File: src/sv/assert_macros.svh
// Assertion helper macros shared by the date arithmetic RTL.
// No dependencies; include from any module that asserts on clock and reset.
`ifndef ASSERT_MACROS_SVH
`define ASSERT_MACROS_SVH
// Property that must hold at every rising clock edge outside reset.
`define ASSERT_CLK(label, prop, msg) \
   label: assert property (@(posedge clock) disable iff (reset) (prop)) else $error(msg);
// Condition that must never be seen outside reset.
`define ASSERT_NEVER(label, expr, msg) \
   label: assert property (@(posedge clock) disable iff (reset) !(expr)) else $error(msg);
`endif

File: src/sv/dgda_pkg.sv
// Shared constants, types and calendar helper functions for the date arithmetic block.
// No dependencies; imported by the front, queue, back and top level modules.
package dgda_pkg;

   localparam int MAX_YEAR    = 9999;
   localparam int DN_W        = 25;   // signed day number of an input date
   localparam int SUM_W       = 27;   // signed day number plus offset
   localparam int T_W         = 26;   // zero-based day count of the sum
   localparam int YEAR_W      = 16;
   localparam int QUEUE_DEPTH = 4;
   localparam int QPTR_W      = $clog2(QUEUE_DEPTH);

   localparam logic [SUM_W-1:0] LAST_DAY =
      SUM_W'(MAX_YEAR * 365 + MAX_YEAR / 4 - MAX_YEAR / 100 + MAX_YEAR / 400);

   // 400-year cycle split by reciprocal multiply
   localparam int Q400_W = 9;
   localparam int R400_W = 18;
   localparam int SH400  = 35;
   localparam logic [R400_W-1:0] R400 = 18'd235184;
   localparam int DAYS_400 = 146097;
   localparam int DAYS_100 = 36524;
   localparam int DAYS_4   = 1461;
   localparam int DAYS_1   = 365;
   localparam int SH4      = 26;
   localparam logic [15:0] R4 = 16'd45934;

   typedef struct packed {
      logic [T_W-1:0] t0;
      logic           oor;
      logic [22:0]    diff;
      logic           lt;
      logic           gt;
      logic           eq;
      logic           valid;
   } dgda_item_type;

   function automatic logic [7:0] div100(input logic [13:0] v);
      logic [26:0] prod;
      prod = 27'(v) * 27'd5243;
      return prod[26:19];
   endfunction

   // days before the first of month m in a common year; months past 12 count the whole year
   function automatic logic [8:0] month_start(input logic [3:0] m);
      logic [8:0] r;
      case (m) inside
         4'd0, 4'd1: r = 9'd0;
         4'd2:       r = 9'd31;
         4'd3:       r = 9'd59;
         4'd4:       r = 9'd90;
         4'd5:       r = 9'd120;
         4'd6:       r = 9'd151;
         4'd7:       r = 9'd181;
         4'd8:       r = 9'd212;
         4'd9:       r = 9'd243;
         4'd10:      r = 9'd273;
         4'd11:      r = 9'd304;
         4'd12:      r = 9'd334;
         default:    r = 9'd365;
      endcase
      return r;
   endfunction

   function automatic logic [4:0] month_len(input logic [3:0] m, input logic leap);
      logic [4:0] r;
      case (m) inside
         4'd1, 4'd3, 4'd5, 4'd7, 4'd8, 4'd10, 4'd12: r = 5'd31;
         4'd4, 4'd6, 4'd9, 4'd11:                   r = 5'd30;
         4'd2:                                      r = leap ? 5'd29 : 5'd28;
         default:                                   r = 5'd0;
      endcase
      return r;
   endfunction

endpackage

File: src/sv/dgda_front.sv
// Front end: takes request words, forms day numbers of both dates, the difference,
// the comparisons and the shifted day count. Depends on dgda_pkg.
module dgda_front
   import dgda_pkg::*;
(
   input  logic                clock,
   input  logic                reset,
   input  logic                req_valid,
   output logic                req_ready,
   input  logic [4:0]          req_a_day,
   input  logic [3:0]          req_a_month,
   input  logic [13:0]         req_a_year,
   input  logic [4:0]          req_b_day,
   input  logic [3:0]          req_b_month,
   input  logic [13:0]         req_b_year,
   input  logic signed [22:0]  req_offset_days,
   output logic                out_valid,
   input  logic                out_ready,
   output dgda_item_type       out_item
);

   typedef struct packed {
      logic [4:0]  d;
      logic [3:0]  m;
      logic [13:0] y;
      logic [13:0] p;
      logic [7:0]  qp;
      logic [7:0]  qy;
   } date_pre_type;

   typedef struct packed {
      logic [DN_W-1:0] dn;
      logic            valid;
   } date_num_type;

   function automatic date_pre_type pre_date(input logic [4:0] d, input logic [3:0] m,
                                             input logic [13:0] y);
      date_pre_type r;
      r.d  = d;
      r.m  = m;
      r.y  = y;
      r.p  = y - 14'd1;
      r.qp = div100(r.p);
      r.qy = div100(y);
      return r;
   endfunction

   function automatic date_num_type day_num(input date_pre_type x);
      logic            leap;
      logic [DN_W-1:0] base;
      logic [4:0]      mlen;
      date_num_type    r;
      // year is a multiple of 100 exactly when y/100 and (y-1)/100 differ
      leap = (x.y == 14'd0) ||
             (x.y[1:0] == 2'd0 && (x.qy == x.qp || x.qy[1:0] == 2'd0));
      if (x.y == 14'd0) begin
         base = DN_W'(0) - DN_W'(365);
      end else begin
         base = DN_W'(x.p) * DN_W'(365) + DN_W'(x.p[13:2]) - DN_W'(x.qp)
              + DN_W'(x.qp[7:2]);
      end
      r.dn = base + DN_W'(month_start(x.m)) + DN_W'(leap && x.m >= 4'd3) + DN_W'(x.d);
      mlen = month_len(x.m, leap);
      r.valid = (x.y != 14'd0) && (x.m >= 4'd1) && (x.m <= 4'd12) &&
                (x.d >= 5'd1) && (x.d <= mlen);
      return r;
   endfunction

   logic               s1_v_ff;
   date_pre_type       s1_a_ff, s1_b_ff;
   logic [22:0]        s1_off_ff;
   logic               s2_v_ff;
   date_num_type       s2_a_ff, s2_b_ff;
   logic [22:0]        s2_off_ff;
   logic               s1_ready, s2_ready;
   logic [SUM_W-1:0]   sum;
   logic [DN_W-1:0]    diff_full;

   assign s2_ready  = !s2_v_ff || out_ready;
   assign s1_ready  = !s1_v_ff || s2_ready;
   assign req_ready = s1_ready;

   always_ff @(posedge clock) begin
      if (reset) begin
         s1_v_ff <= 1'b0;
      end else if (s1_ready) begin
         s1_v_ff <= req_valid;
      end
      if (s1_ready) begin
         s1_a_ff   <= pre_date(req_a_day, req_a_month, req_a_year);
         s1_b_ff   <= pre_date(req_b_day, req_b_month, req_b_year);
         s1_off_ff <= req_offset_days;
      end
   end

   always_ff @(posedge clock) begin
      if (reset) begin
         s2_v_ff <= 1'b0;
      end else if (s2_ready) begin
         s2_v_ff <= s1_v_ff;
      end
      if (s2_ready) begin
         s2_a_ff   <= day_num(s1_a_ff);
         s2_b_ff   <= day_num(s1_b_ff);
         s2_off_ff <= s1_off_ff;
      end
   end

   always_comb begin
      sum = {{(SUM_W-DN_W){s2_a_ff.dn[DN_W-1]}}, s2_a_ff.dn}
          + {{(SUM_W-23){s2_off_ff[22]}}, s2_off_ff};
      diff_full      = s2_a_ff.dn - s2_b_ff.dn;
      out_item.t0    = sum[T_W-1:0] - T_W'(1);
      out_item.oor   = ($signed(sum) < $signed(SUM_W'(1))) ||
                       ($signed(sum) > $signed(LAST_DAY));
      out_item.diff  = diff_full[22:0];
      out_item.lt    = $signed(s2_a_ff.dn) < $signed(s2_b_ff.dn);
      out_item.gt    = $signed(s2_a_ff.dn) > $signed(s2_b_ff.dn);
      out_item.eq    = s2_a_ff.dn == s2_b_ff.dn;
      out_item.valid = s2_a_ff.valid;
   end

   assign out_valid = s2_v_ff;

endmodule

File: src/sv/dgda_queue.sv
// Short word queue between the front and back ends; each side stalls on its own.
// Depends on dgda_pkg for the word type and depth.
module dgda_queue
   import dgda_pkg::*;
(
   input  logic          clock,
   input  logic          reset,
   input  logic          in_valid,
   output logic          in_ready,
   input  dgda_item_type in_item,
   output logic          out_valid,
   input  logic          out_ready,
   output dgda_item_type out_item
);

   dgda_item_type     slot_ff [QUEUE_DEPTH];
   logic [QPTR_W-1:0] wr_ptr_ff, rd_ptr_ff;
   logic [QPTR_W:0]   count_ff;
   logic              push, pop;

   assign in_ready  = count_ff != (QPTR_W+1)'(QUEUE_DEPTH);
   assign out_valid = count_ff != '0;
   assign push      = in_valid && in_ready;
   assign pop       = out_valid && out_ready;
   assign out_item  = slot_ff[rd_ptr_ff];

   always_ff @(posedge clock) begin
      if (reset) begin
         wr_ptr_ff <= '0;
         rd_ptr_ff <= '0;
         count_ff  <= '0;
      end else begin
         if (push) wr_ptr_ff <= wr_ptr_ff + QPTR_W'(1);
         if (pop)  rd_ptr_ff <= rd_ptr_ff + QPTR_W'(1);
         count_ff <= count_ff + (QPTR_W+1)'(push) - (QPTR_W+1)'(pop);
      end
      if (push) slot_ff[wr_ptr_ff] <= in_item;
   end

endmodule

File: src/sv/dgda_back.sv
// Back end: turns the shifted day count into a date by 400/100/4/1-year cycles
// and a month search, then holds the response word. Depends on dgda_pkg.
module dgda_back
   import dgda_pkg::*;
(
   input  logic                clock,
   input  logic                reset,
   input  logic                in_valid,
   output logic                in_ready,
   input  dgda_item_type       in_item,
   output logic                rsp_valid,
   input  logic                rsp_ready,
   output logic [4:0]          rsp_sum_day,
   output logic [3:0]          rsp_sum_month,
   output logic [13:0]         rsp_sum_year,
   output logic                rsp_out_of_range,
   output logic signed [22:0]  rsp_day_difference,
   output logic                rsp_a_before_b,
   output logic                rsp_a_after_b,
   output logic                rsp_a_same_as_b,
   output logic                rsp_a_is_valid
);

   localparam int P1_W = T_W + R400_W;

   logic b1_v_ff, b2_v_ff, b3_v_ff, b4_v_ff, b5_v_ff, b6_v_ff, out_v_ff;
   logic b1_rdy, b2_rdy, b3_rdy, b4_rdy, b5_rdy, b6_rdy, out_rdy;
   dgda_item_type b1_item_ff, b2_item_ff, b3_item_ff, b4_item_ff, b5_item_ff, b6_item_ff;

   logic [Q400_W-1:0] b1_q_ff, b2_q_ff, b3_q_ff, b4_q_ff, b5_q_ff;
   logic [18:0]       b2_rem_ff;
   logic [1:0]        b3_c100_ff, b4_c100_ff, b5_c100_ff;
   logic [15:0]       b3_r100_ff, b4_r100_ff;
   logic [4:0]        b4_c4_ff, b5_c4_ff;
   logic [10:0]       b5_r4_ff;
   logic [YEAR_W-1:0] b6_year_ff;
   logic [8:0]        b6_doy_ff;
   logic              b6_leap_ff;

   logic [P1_W-1:0]   prod1;
   logic [T_W-1:0]    rem_full;
   logic [Q400_W-1:0] q_fix;
   logic [17:0]       r_fix;
   logic [1:0]        c100;
   logic [17:0]       r100_full;
   logic [31:0]       prod4;
   logic [15:0]       r4_full;
   logic [1:0]        c1;
   logic [10:0]       r1;
   logic [YEAR_W-1:0] year;
   logic [3:0]        month;
   logic [8:0]        mstart;
   logic [8:0]        day_full;

   assign out_rdy  = !out_v_ff || rsp_ready;
   assign b6_rdy   = !b6_v_ff || out_rdy;
   assign b5_rdy   = !b5_v_ff || b6_rdy;
   assign b4_rdy   = !b4_v_ff || b5_rdy;
   assign b3_rdy   = !b3_v_ff || b4_rdy;
   assign b2_rdy   = !b2_v_ff || b3_rdy;
   assign b1_rdy   = !b1_v_ff || b2_rdy;
   assign in_ready = b1_rdy;

   always_ff @(posedge clock) begin
      if (reset) begin
         b1_v_ff  <= 1'b0;
         b2_v_ff  <= 1'b0;
         b3_v_ff  <= 1'b0;
         b4_v_ff  <= 1'b0;
         b5_v_ff  <= 1'b0;
         b6_v_ff  <= 1'b0;
         out_v_ff <= 1'b0;
      end else begin
         if (b1_rdy)  b1_v_ff  <= in_valid;
         if (b2_rdy)  b2_v_ff  <= b1_v_ff;
         if (b3_rdy)  b3_v_ff  <= b2_v_ff;
         if (b4_rdy)  b4_v_ff  <= b3_v_ff;
         if (b5_rdy)  b5_v_ff  <= b4_v_ff;
         if (b6_rdy)  b6_v_ff  <= b5_v_ff;
         if (out_rdy) out_v_ff <= b6_v_ff;
      end
   end

   // estimate the 400-year count low by at most one
   assign prod1 = P1_W'(in_item.t0) * P1_W'(R400);

   always_ff @(posedge clock) begin
      if (b1_rdy) begin
         b1_item_ff <= in_item;
         b1_q_ff    <= prod1[SH400+Q400_W-1:SH400];
      end
   end

   assign rem_full = b1_item_ff.t0 - T_W'(b1_q_ff) * T_W'(DAYS_400);

   always_ff @(posedge clock) begin
      if (b2_rdy) begin
         b2_item_ff <= b1_item_ff;
         b2_q_ff    <= b1_q_ff;
         b2_rem_ff  <= rem_full[18:0];
      end
   end

   always_comb begin
      if (b2_rem_ff >= 19'(DAYS_400)) begin
         q_fix = b2_q_ff + Q400_W'(1);
         r_fix = 18'(b2_rem_ff - 19'(DAYS_400));
      end else begin
         q_fix = b2_q_ff;
         r_fix = b2_rem_ff[17:0];
      end
      // the last day of a 400-year cycle stays in the fourth century
      if (r_fix >= 18'(3 * DAYS_100))      c100 = 2'd3;
      else if (r_fix >= 18'(2 * DAYS_100)) c100 = 2'd2;
      else if (r_fix >= 18'(DAYS_100))     c100 = 2'd1;
      else                                 c100 = 2'd0;
      r100_full = r_fix - 18'(c100) * 18'(DAYS_100);
   end

   always_ff @(posedge clock) begin
      if (b3_rdy) begin
         b3_item_ff <= b2_item_ff;
         b3_q_ff    <= q_fix;
         b3_c100_ff <= c100;
         b3_r100_ff <= r100_full[15:0];
      end
   end

   assign prod4 = 32'(b3_r100_ff) * 32'(R4);

   always_ff @(posedge clock) begin
      if (b4_rdy) begin
         b4_item_ff <= b3_item_ff;
         b4_q_ff    <= b3_q_ff;
         b4_c100_ff <= b3_c100_ff;
         b4_r100_ff <= b3_r100_ff;
         b4_c4_ff   <= prod4[SH4+4:SH4];
      end
   end

   assign r4_full = b4_r100_ff - 16'(b4_c4_ff) * 16'(DAYS_4);

   always_ff @(posedge clock) begin
      if (b5_rdy) begin
         b5_item_ff <= b4_item_ff;
         b5_q_ff    <= b4_q_ff;
         b5_c100_ff <= b4_c100_ff;
         b5_c4_ff   <= b4_c4_ff;
         b5_r4_ff   <= r4_full[10:0];
      end
   end

   always_comb begin
      // the last day of a 4-year cycle stays in its fourth year
      if (b5_r4_ff >= 11'(3 * DAYS_1))      c1 = 2'd3;
      else if (b5_r4_ff >= 11'(2 * DAYS_1)) c1 = 2'd2;
      else if (b5_r4_ff >= 11'(DAYS_1))     c1 = 2'd1;
      else                                  c1 = 2'd0;
      r1   = b5_r4_ff - 11'(c1) * 11'(DAYS_1);
      year = YEAR_W'(b5_q_ff) * YEAR_W'(400) + YEAR_W'(b5_c100_ff) * YEAR_W'(100)
           + YEAR_W'(b5_c4_ff) * YEAR_W'(4) + YEAR_W'(c1) + YEAR_W'(1);
   end

   always_ff @(posedge clock) begin
      if (b6_rdy) begin
         b6_item_ff <= b5_item_ff;
         b6_year_ff <= year;
         b6_doy_ff  <= r1[8:0] + 9'd1;
         b6_leap_ff <= (c1 == 2'd3) && (b5_c4_ff != 5'd24 || b5_c100_ff == 2'd3);
      end
   end

   // month search: later months win, all compares independent
   always_comb begin
      month  = 4'd1;
      mstart = 9'd0;
      for (int k = 2; k <= 12; k++) begin
         if (b6_doy_ff > month_start(4'(k)) + 9'(b6_leap_ff && k >= 3)) begin
            month  = 4'(k);
            mstart = month_start(4'(k)) + 9'(b6_leap_ff && k >= 3);
         end
      end
      day_full = b6_doy_ff - mstart;
   end

   always_ff @(posedge clock) begin
      if (out_rdy) begin
         rsp_out_of_range   <= b6_item_ff.oor;
         rsp_sum_day        <= b6_item_ff.oor ? 5'd0 : day_full[4:0];
         rsp_sum_month      <= b6_item_ff.oor ? 4'd0 : month;
         rsp_sum_year       <= b6_item_ff.oor ? 14'd0 : b6_year_ff[13:0];
         rsp_day_difference <= b6_item_ff.diff;
         rsp_a_before_b     <= b6_item_ff.lt;
         rsp_a_after_b      <= b6_item_ff.gt;
         rsp_a_same_as_b    <= b6_item_ff.eq;
         rsp_a_is_valid     <= b6_item_ff.valid;
      end
   end

   assign rsp_valid = out_v_ff;

endmodule

File: src/sv/gregorian_date_day_arithmetic.sv
// Proleptic Gregorian day arithmetic: takes one request word per cycle, while
// req_ready is high, and returns A plus an offset as a date, A minus B in days,
// their ordering and A's validity. Throughput is one word per cycle when the response
// side does not stall. A word passes 10 registers (2 front stages forming day numbers,
// one slot of the 4-word queue, 7 back stages splitting the sum into 400/100/4/1-year
// cycles and months) on its way to the response, and waits while the response side stalls.
// Depends on dgda_pkg, dgda_front, dgda_queue, dgda_back.
`include "assert_macros.svh"
module gregorian_date_day_arithmetic
   import dgda_pkg::*;
(
   input  logic                clock,
   input  logic                reset,
   input  logic                req_valid,
   output logic                req_ready,
   input  logic [4:0]          req_a_day,
   input  logic [3:0]          req_a_month,
   input  logic [13:0]         req_a_year,
   input  logic [4:0]          req_b_day,
   input  logic [3:0]          req_b_month,
   input  logic [13:0]         req_b_year,
   input  logic signed [22:0]  req_offset_days,
   output logic                rsp_valid,
   input  logic                rsp_ready,
   output logic [4:0]          rsp_sum_day,
   output logic [3:0]          rsp_sum_month,
   output logic [13:0]         rsp_sum_year,
   output logic                rsp_out_of_range,
   output logic signed [22:0]  rsp_day_difference,
   output logic                rsp_a_before_b,
   output logic                rsp_a_after_b,
   output logic                rsp_a_same_as_b,
   output logic                rsp_a_is_valid
);

   logic          front_valid, front_ready;
   dgda_item_type front_item;
   logic          queue_valid, queue_ready;
   dgda_item_type queue_item;

   dgda_front u_front (
      .clock           (clock),
      .reset           (reset),
      .req_valid       (req_valid),
      .req_ready       (req_ready),
      .req_a_day       (req_a_day),
      .req_a_month     (req_a_month),
      .req_a_year      (req_a_year),
      .req_b_day       (req_b_day),
      .req_b_month     (req_b_month),
      .req_b_year      (req_b_year),
      .req_offset_days (req_offset_days),
      .out_valid       (front_valid),
      .out_ready       (front_ready),
      .out_item        (front_item)
   );

   dgda_queue u_queue (
      .clock     (clock),
      .reset     (reset),
      .in_valid  (front_valid),
      .in_ready  (front_ready),
      .in_item   (front_item),
      .out_valid (queue_valid),
      .out_ready (queue_ready),
      .out_item  (queue_item)
   );

   dgda_back u_back (
      .clock              (clock),
      .reset              (reset),
      .in_valid           (queue_valid),
      .in_ready           (queue_ready),
      .in_item            (queue_item),
      .rsp_valid          (rsp_valid),
      .rsp_ready          (rsp_ready),
      .rsp_sum_day        (rsp_sum_day),
      .rsp_sum_month      (rsp_sum_month),
      .rsp_sum_year       (rsp_sum_year),
      .rsp_out_of_range   (rsp_out_of_range),
      .rsp_day_difference (rsp_day_difference),
      .rsp_a_before_b     (rsp_a_before_b),
      .rsp_a_after_b      (rsp_a_after_b),
      .rsp_a_same_as_b    (rsp_a_same_as_b),
      .rsp_a_is_valid     (rsp_a_is_valid)
   );

   `ASSERT_CLK(a_order_onehot, rsp_valid |-> $onehot({rsp_a_before_b, rsp_a_after_b, rsp_a_same_as_b}), "ordering flags not one-hot")
   `ASSERT_CLK(a_oor_zero, (rsp_valid && rsp_out_of_range) |-> (rsp_sum_day == 5'd0 && rsp_sum_month == 4'd0 && rsp_sum_year == 14'd0), "out-of-range date not zero")
   `ASSERT_CLK(a_sum_date_ok, (rsp_valid && !rsp_out_of_range) |-> (rsp_sum_month >= 4'd1 && rsp_sum_month <= 4'd12 && rsp_sum_day >= 5'd1), "shifted date malformed")
   `ASSERT_CLK(a_same_zero_diff, (rsp_valid && rsp_a_same_as_b) |-> (rsp_day_difference == 23'sd0), "equal dates with nonzero difference")

endmodule
File: config.mk
export PLATFORM = sky130hd
export DESIGN_NAME = gregorian_date_day_arithmetic
export DESIGN_NICKNAME = d
export VERILOG_FILES = /design/src/sv/dgda_pkg.sv /design/src/sv/dgda_front.sv /design/src/sv/dgda_queue.sv /design/src/sv/dgda_back.sv /design/src/sv/gregorian_date_day_arithmetic.sv
export VERILOG_INCLUDE_DIRS = /design/src /design/src/sv
export SDC_FILE = /design/constraint.sdc
export NUM_CORES = 2
export LEC_CHECK = 0
export BUFFER_PORTS_ARGS = -buffer_cell sky130_fd_sc_hd__buf_2
export CAP_MARGIN = 20
export CELL_PAD_IN_SITES_DETAIL_PLACEMENT = 0
export CELL_PAD_IN_SITES_GLOBAL_PLACEMENT = 1
export CORE_MARGIN = 4
export CORE_UTILIZATION = 49
export CTS_BUF_LIST = sky130_fd_sc_hd__clkbuf_16
export CTS_CLUSTER_DIAMETER = 40
export DETAILED_ROUTE_END_ITERATION = 8
export GPL_TIMING_DRIVEN = 0
export PLACE_DENSITY = 0.84
export SYNTH_ARGS = -nofsm -noshare
export SYNTH_HDL_FRONTEND = slang
export SYNTH_HIERARCHICAL = 1
export SYNTH_SLANG_ARGS = --single-unit
File: constraint.sdc
create_clock -name clock -period 7.5 [get_ports clock]
set_input_delay 0.75 -clock clock [delete_from_list [all_inputs] [get_ports clock]]
set_output_delay 0.75 -clock clock [all_outputs]
set_load 0.01 [all_outputs]
==> metrics.md <==
| Metric | Value |
|---|---|
| Post-placement setup slack | `-1.28 ns` |
| Critical hold path startpoint | `req_offset_days[10]` |
| Half-perimeter wire length after placement | `around 110 mm` |
| WL final | `140 mm` |
| Maximum number of pins on one net before global-route repair | `75` |
| Simple-gate share of the synthesized area | `under 10%` |
| Top cell by count, worst path | `sky130_fd_sc_hd__fa_1` |
| Root buffer selected by CTS | `sky130_fd_sc_hd__clkbuf_16` |
| Clock tree skew after final layout | `about 0.036 ns` |
| Global-route wire length before repair | `about 230 mm` |
| Area of the die | `between 0.15 and 0.2 mm^2` |
| Sequential element share of the synthesized area | `between 30% and 40%` |
| Minimum period implied by the final worst setup slack | `7.26 ns` |
| Core box area | `0.146 mm^2` |
| Tcrit/Tclk final | `between 90% and 100%` |
| Placement row count | `140` |
| H-tree levels | `3` |
| Remaining max-slew budget at the tightest pin | `32.5%` |
| Maximum clock rate | `0.138 GHz` |
| Complex-gate fraction of the synthesized area | `between 6 and 7%` |
| Starting utilization of the core area | `49.5%` |
| Crit end category | `flop` |
| Cts bufs inserted | `about 100` |
| Number of antenna violations at the first check in global routing | `5` |
| Slew Limit Fails | `0` |
| Total number of clock tree sinks | `approximately 820` |
| Largest fanout of any net on the critical path | `8` |
| Highest-delay cell along the critical path | `sky130_fd_sc_hd__fa_1` |
| Critical path data required time | `7.95 ns` |
| Global Route Usage Sum | `19.0%` |
| Vias in the first global route | `roughly 45k` |
| Antenna Violating Nets Remaining | `0` |
| Maximum count of clock buffers along a single path | `3` |
| Instance area after placement | `approximately 0.075 mm^2` |
| Maximum capacitance violations | `0` |
| Average detailed-routed wire length per instance | `about 17 um` |
| Share of final-layout standard cells stronger than drive strength 1 | `between 8 and 9%` |
| Vias post-DR | `roughly 43k` |
| Boundary pin count | `126` |
| Die span in x | `slightly below 400 um` |
| Height of the chip | `a little under 400 um` |
| Final setup vio count | `0` |
| Area of the mapped netlist | `0.0722 mm^2` |
| Crit Path Category | `in2reg` |
| Count of fill cells added during filler insertion | `around 12k` |
| GRT Residual Overflow | `0` |
| Data arrival time of the worst path | `7.71 ns` |
| Final standard cell utilization of the core | `54.5%` |
| Critical path launch point | `req_b_year[1]` |
| Area growth from synthesis to layout | `10.2%` |
| Hold buffer count at cts | `0` |
| Warnings from Yosys | `6` |
| Number of enable-type register cells in the synthesized netlist | `799` |
| First-pass DRT Iterations | `6` |
| Final weighted congestion in routability-driven placement | `~0.87` |
| Worst stage delay on the critical path | `approximately 0.58 ns` |
| Gate count of the mapped netlist | `around 6.1k` |
| Number of distinct library cell variants in the gate-level netlist after synthesis | `between 100 and 150` |
| Detailed-route vias per instance | `between 5 and 6` |
| Total nets after synthesis | `roughly 8.0k` |
| Path type of the worst min-delay path | `in2reg` |
| Clock tree from TritonCTS | `done` |
| Share of cell area taken by muxes after synthesis | `1.88%` |
| Clk_lat worst skew | `between 0.7 and 0.8 ns` |
| Final number of hold-violating endpoints | `0` |
| DRC violations left | `0` |
| Minimum setup slack in the final design | `around 0.24 ns` |
| Input/output buffers | `125` |
| Clock transition time at the flip-flop clock pins of the worst setup and hold paths | `roughly 0.06 ns` |
| Fin nets | `around 8.3k` |
| Iter 0 DRT Violations | `1925` |
| Final standard cell area without fillers | `0.0796 mm^2` |
| Least-Margin Pin Slew | `about 0.99 ns` |
| Post-synthesis sequential element count | `around 800` |
| Run status | `finished clean` |
| Share of async-settable or async-resettable flops after synthesis | `0%` |
| Setup TNS | `0 ns` |
| Critical path launch point type | `primary input` |
| Mean instance size in the synthesized netlist | `approximately 12 um^2` |
| Most used flip-flop cell after synthesis | `sky130_fd_sc_hd__edfxtp_1` |
| Xor and xnor area share after synthesis | `3.99%` |
| Fraction of the mapped netlist area in adder cells | `40.4%` |
| Main combinational cell family by area after synthesis | `adder cells` |
-- layout make-up --
type	instances	area, um^2	share of cell area (%)
multi-input cells	3779	42400	53.3
flip-flops and latches	817	24400	30.6
inverters	1414	5320	6.69
clock buffers	104	2600	3.27
well taps	1917	2400	3.02
repair buffers	172	1100	1.38
clock inverters	91	1010	1.27
plain buffers	54	353	0.444
diodes	2	5.00	0.00629
-- Yosys cell counts, types with 38 or more instances --
cell type | instances | share of area [%]
sky130_fd_sc_hd__o21a_1 | 41 | 0.43
sky130_fd_sc_hd__mux4_2 | 50 | 1.6
sky130_fd_sc_hd__xor2_1 | 97 | 1.2
sky130_fd_sc_hd__fa_1 | 743 | 21
sky130_fd_sc_hd__ha_1 | 1141 | 20
sky130_fd_sc_hd__nor2_1 | 242 | 1.3
sky130_fd_sc_hd__nand3_1 | 60 | 0.42
sky130_fd_sc_hd__nand2_1 | 168 | 0.87
sky130_fd_sc_hd__a21oi_1 | 188 | 1.3
sky130_fd_sc_hd__nor3_1 | 48 | 0.33
sky130_fd_sc_hd__edfxtp_1 | 799 | 33
sky130_fd_sc_hd__nand2b_1 | 38 | 0.33
sky130_fd_sc_hd__xnor2_1 | 229 | 2.8
sky130_fd_sc_hd__o21ai_0 | 120 | 0.83
sky130_fd_sc_hd__a21o_1 | 72 | 0.75
sky130_fd_sc_hd__inv_1 | 1414 | 7.4
sky130_fd_sc_hd__nor2b_1 | 59 | 0.51
-- cell families after synthesis --
kind of cell	count (synthesis)
xor+xnor	327
flops	817
compound gates	692
fa+ha+maj	1884
mux	66
buf+inv	1468
simple gates	810
-- metal layers --
metal	part of all wire, %	global-route usage, %
met5	0	0
met4	2.2	4.21
met3	3.6	2.58
met2	51	34.0
met1	43	24.6
-- metrics by stage --
stage	instances	hold slack [ns]
after floorplan	6064	0.400
after global placement	8106	0.401
after detailed placement	8115	0.405
after CTS	8322	0.132
after global routing	8348	0.147
final	8350	0.195
-- registers in the layout, summed over array words and instances (netlist names), 25 cells and up, named ones only --
register and flops:
u_front/s2_a_ff 25, u_back/b4_item_ff 28, u_front/s1_b_ff 53, u_front/s1_a_ff 53
u_back/b1_item_ff 47, u_queue/slot_ff 216, u_back/b3_item_ff 28, u_front/s2_b_ff 25
u_back/b5_item_ff 28, u_back/b2_item_ff 28, u_back/b6_item_ff 28
-- cells in the final DEF, fill, tap and decap left out, types with 13 or more instances in the layout --
cell | Yosys | final
sky130_fd_sc_hd__a211oi_1 | 22 | 22
sky130_fd_sc_hd__xnor2_1 | 229 | 218
sky130_fd_sc_hd__or3_1 | 19 | 19
sky130_fd_sc_hd__clkinv_1 | 0 | 13
sky130_fd_sc_hd__mux4_2 | 50 | 50
sky130_fd_sc_hd__nor2_1 | 242 | 241
sky130_fd_sc_hd__o211ai_1 | 19 | 19
sky130_fd_sc_hd__nor4_1 | 23 | 22
sky130_fd_sc_hd__o21ai_0 | 120 | 118
sky130_fd_sc_hd__nor2b_1 | 59 | 59
sky130_fd_sc_hd__nand3_1 | 60 | 58
sky130_fd_sc_hd__nand2_1 | 168 | 165
sky130_fd_sc_hd__o21a_1 | 41 | 41
sky130_fd_sc_hd__and3_1 | 24 | 24
sky130_fd_sc_hd__nand2b_1 | 38 | 38
sky130_fd_sc_hd__ha_1 | 1141 | 1141
sky130_fd_sc_hd__clkinvlp_4 | 0 | 13
sky130_fd_sc_hd__a31oi_1 | 26 | 25
sky130_fd_sc_hd__xor2_1 | 97 | 97
sky130_fd_sc_hd__dfxtp_1 | 18 | 18
sky130_fd_sc_hd__fa_1 | 743 | 743
sky130_fd_sc_hd__o21bai_1 | 31 | 30
sky130_fd_sc_hd__nor3_1 | 48 | 48
sky130_fd_sc_hd__edfxtp_1 | 799 | 799
sky130_fd_sc_hd__inv_1 | 1414 | 1410
sky130_fd_sc_hd__a21o_1 | 72 | 72
sky130_fd_sc_hd__and2_1 | 30 | 26
sky130_fd_sc_hd__nand4_1 | 31 | 31
sky130_fd_sc_hd__clkbuf_1 | 28 | 28
sky130_fd_sc_hd__or2_2 | 14 | 14
sky130_fd_sc_hd__a21oi_1 | 188 | 186
sky130_fd_sc_hd__buf_4 | 4 | 42
sky130_fd_sc_hd__clkbuf_16 | 0 | 104
sky130_fd_sc_hd__buf_2 | 11 | 134
-- what timing repair did --
| item | 4_1_cts | 5_1_grt |
|---|---|---|
| gates resized for setup | 14 | 34 |
| pin swaps | 2 | 8 |
| buffers inserted | 12 | 22 |
| setup endpoints to repair | 10 | 11 |
-- path summary, 6_finish.rpt --
| path | to | slack (ns) | cells after the start |
|---|---|---|---|
| setup / recovery | u_front/s1_b_ff[15] | 0.24 | 27 |
| hold / removal | u_front/s1_off_ff[10] | 0.19 | 1 |
| setup reg to reg | u_back/b1_q_ff[8] | 0.38 | 25 |
| hold reg to reg | u_front/s2_off_ff[20] | 0.39 | 0 |
-- worst max-delay path: cells and delay by family --
kind            cells  cell delay [ns]
fa+ha+maj           7             2.93
xor+xnor            2             0.37
buf+inv             5             0.70
compound gates      7             2.02
simple gates        6             0.94
Power is not shown: default switching activity piles up to over one toggle a cycle in this logic, so the estimate is an artifact.
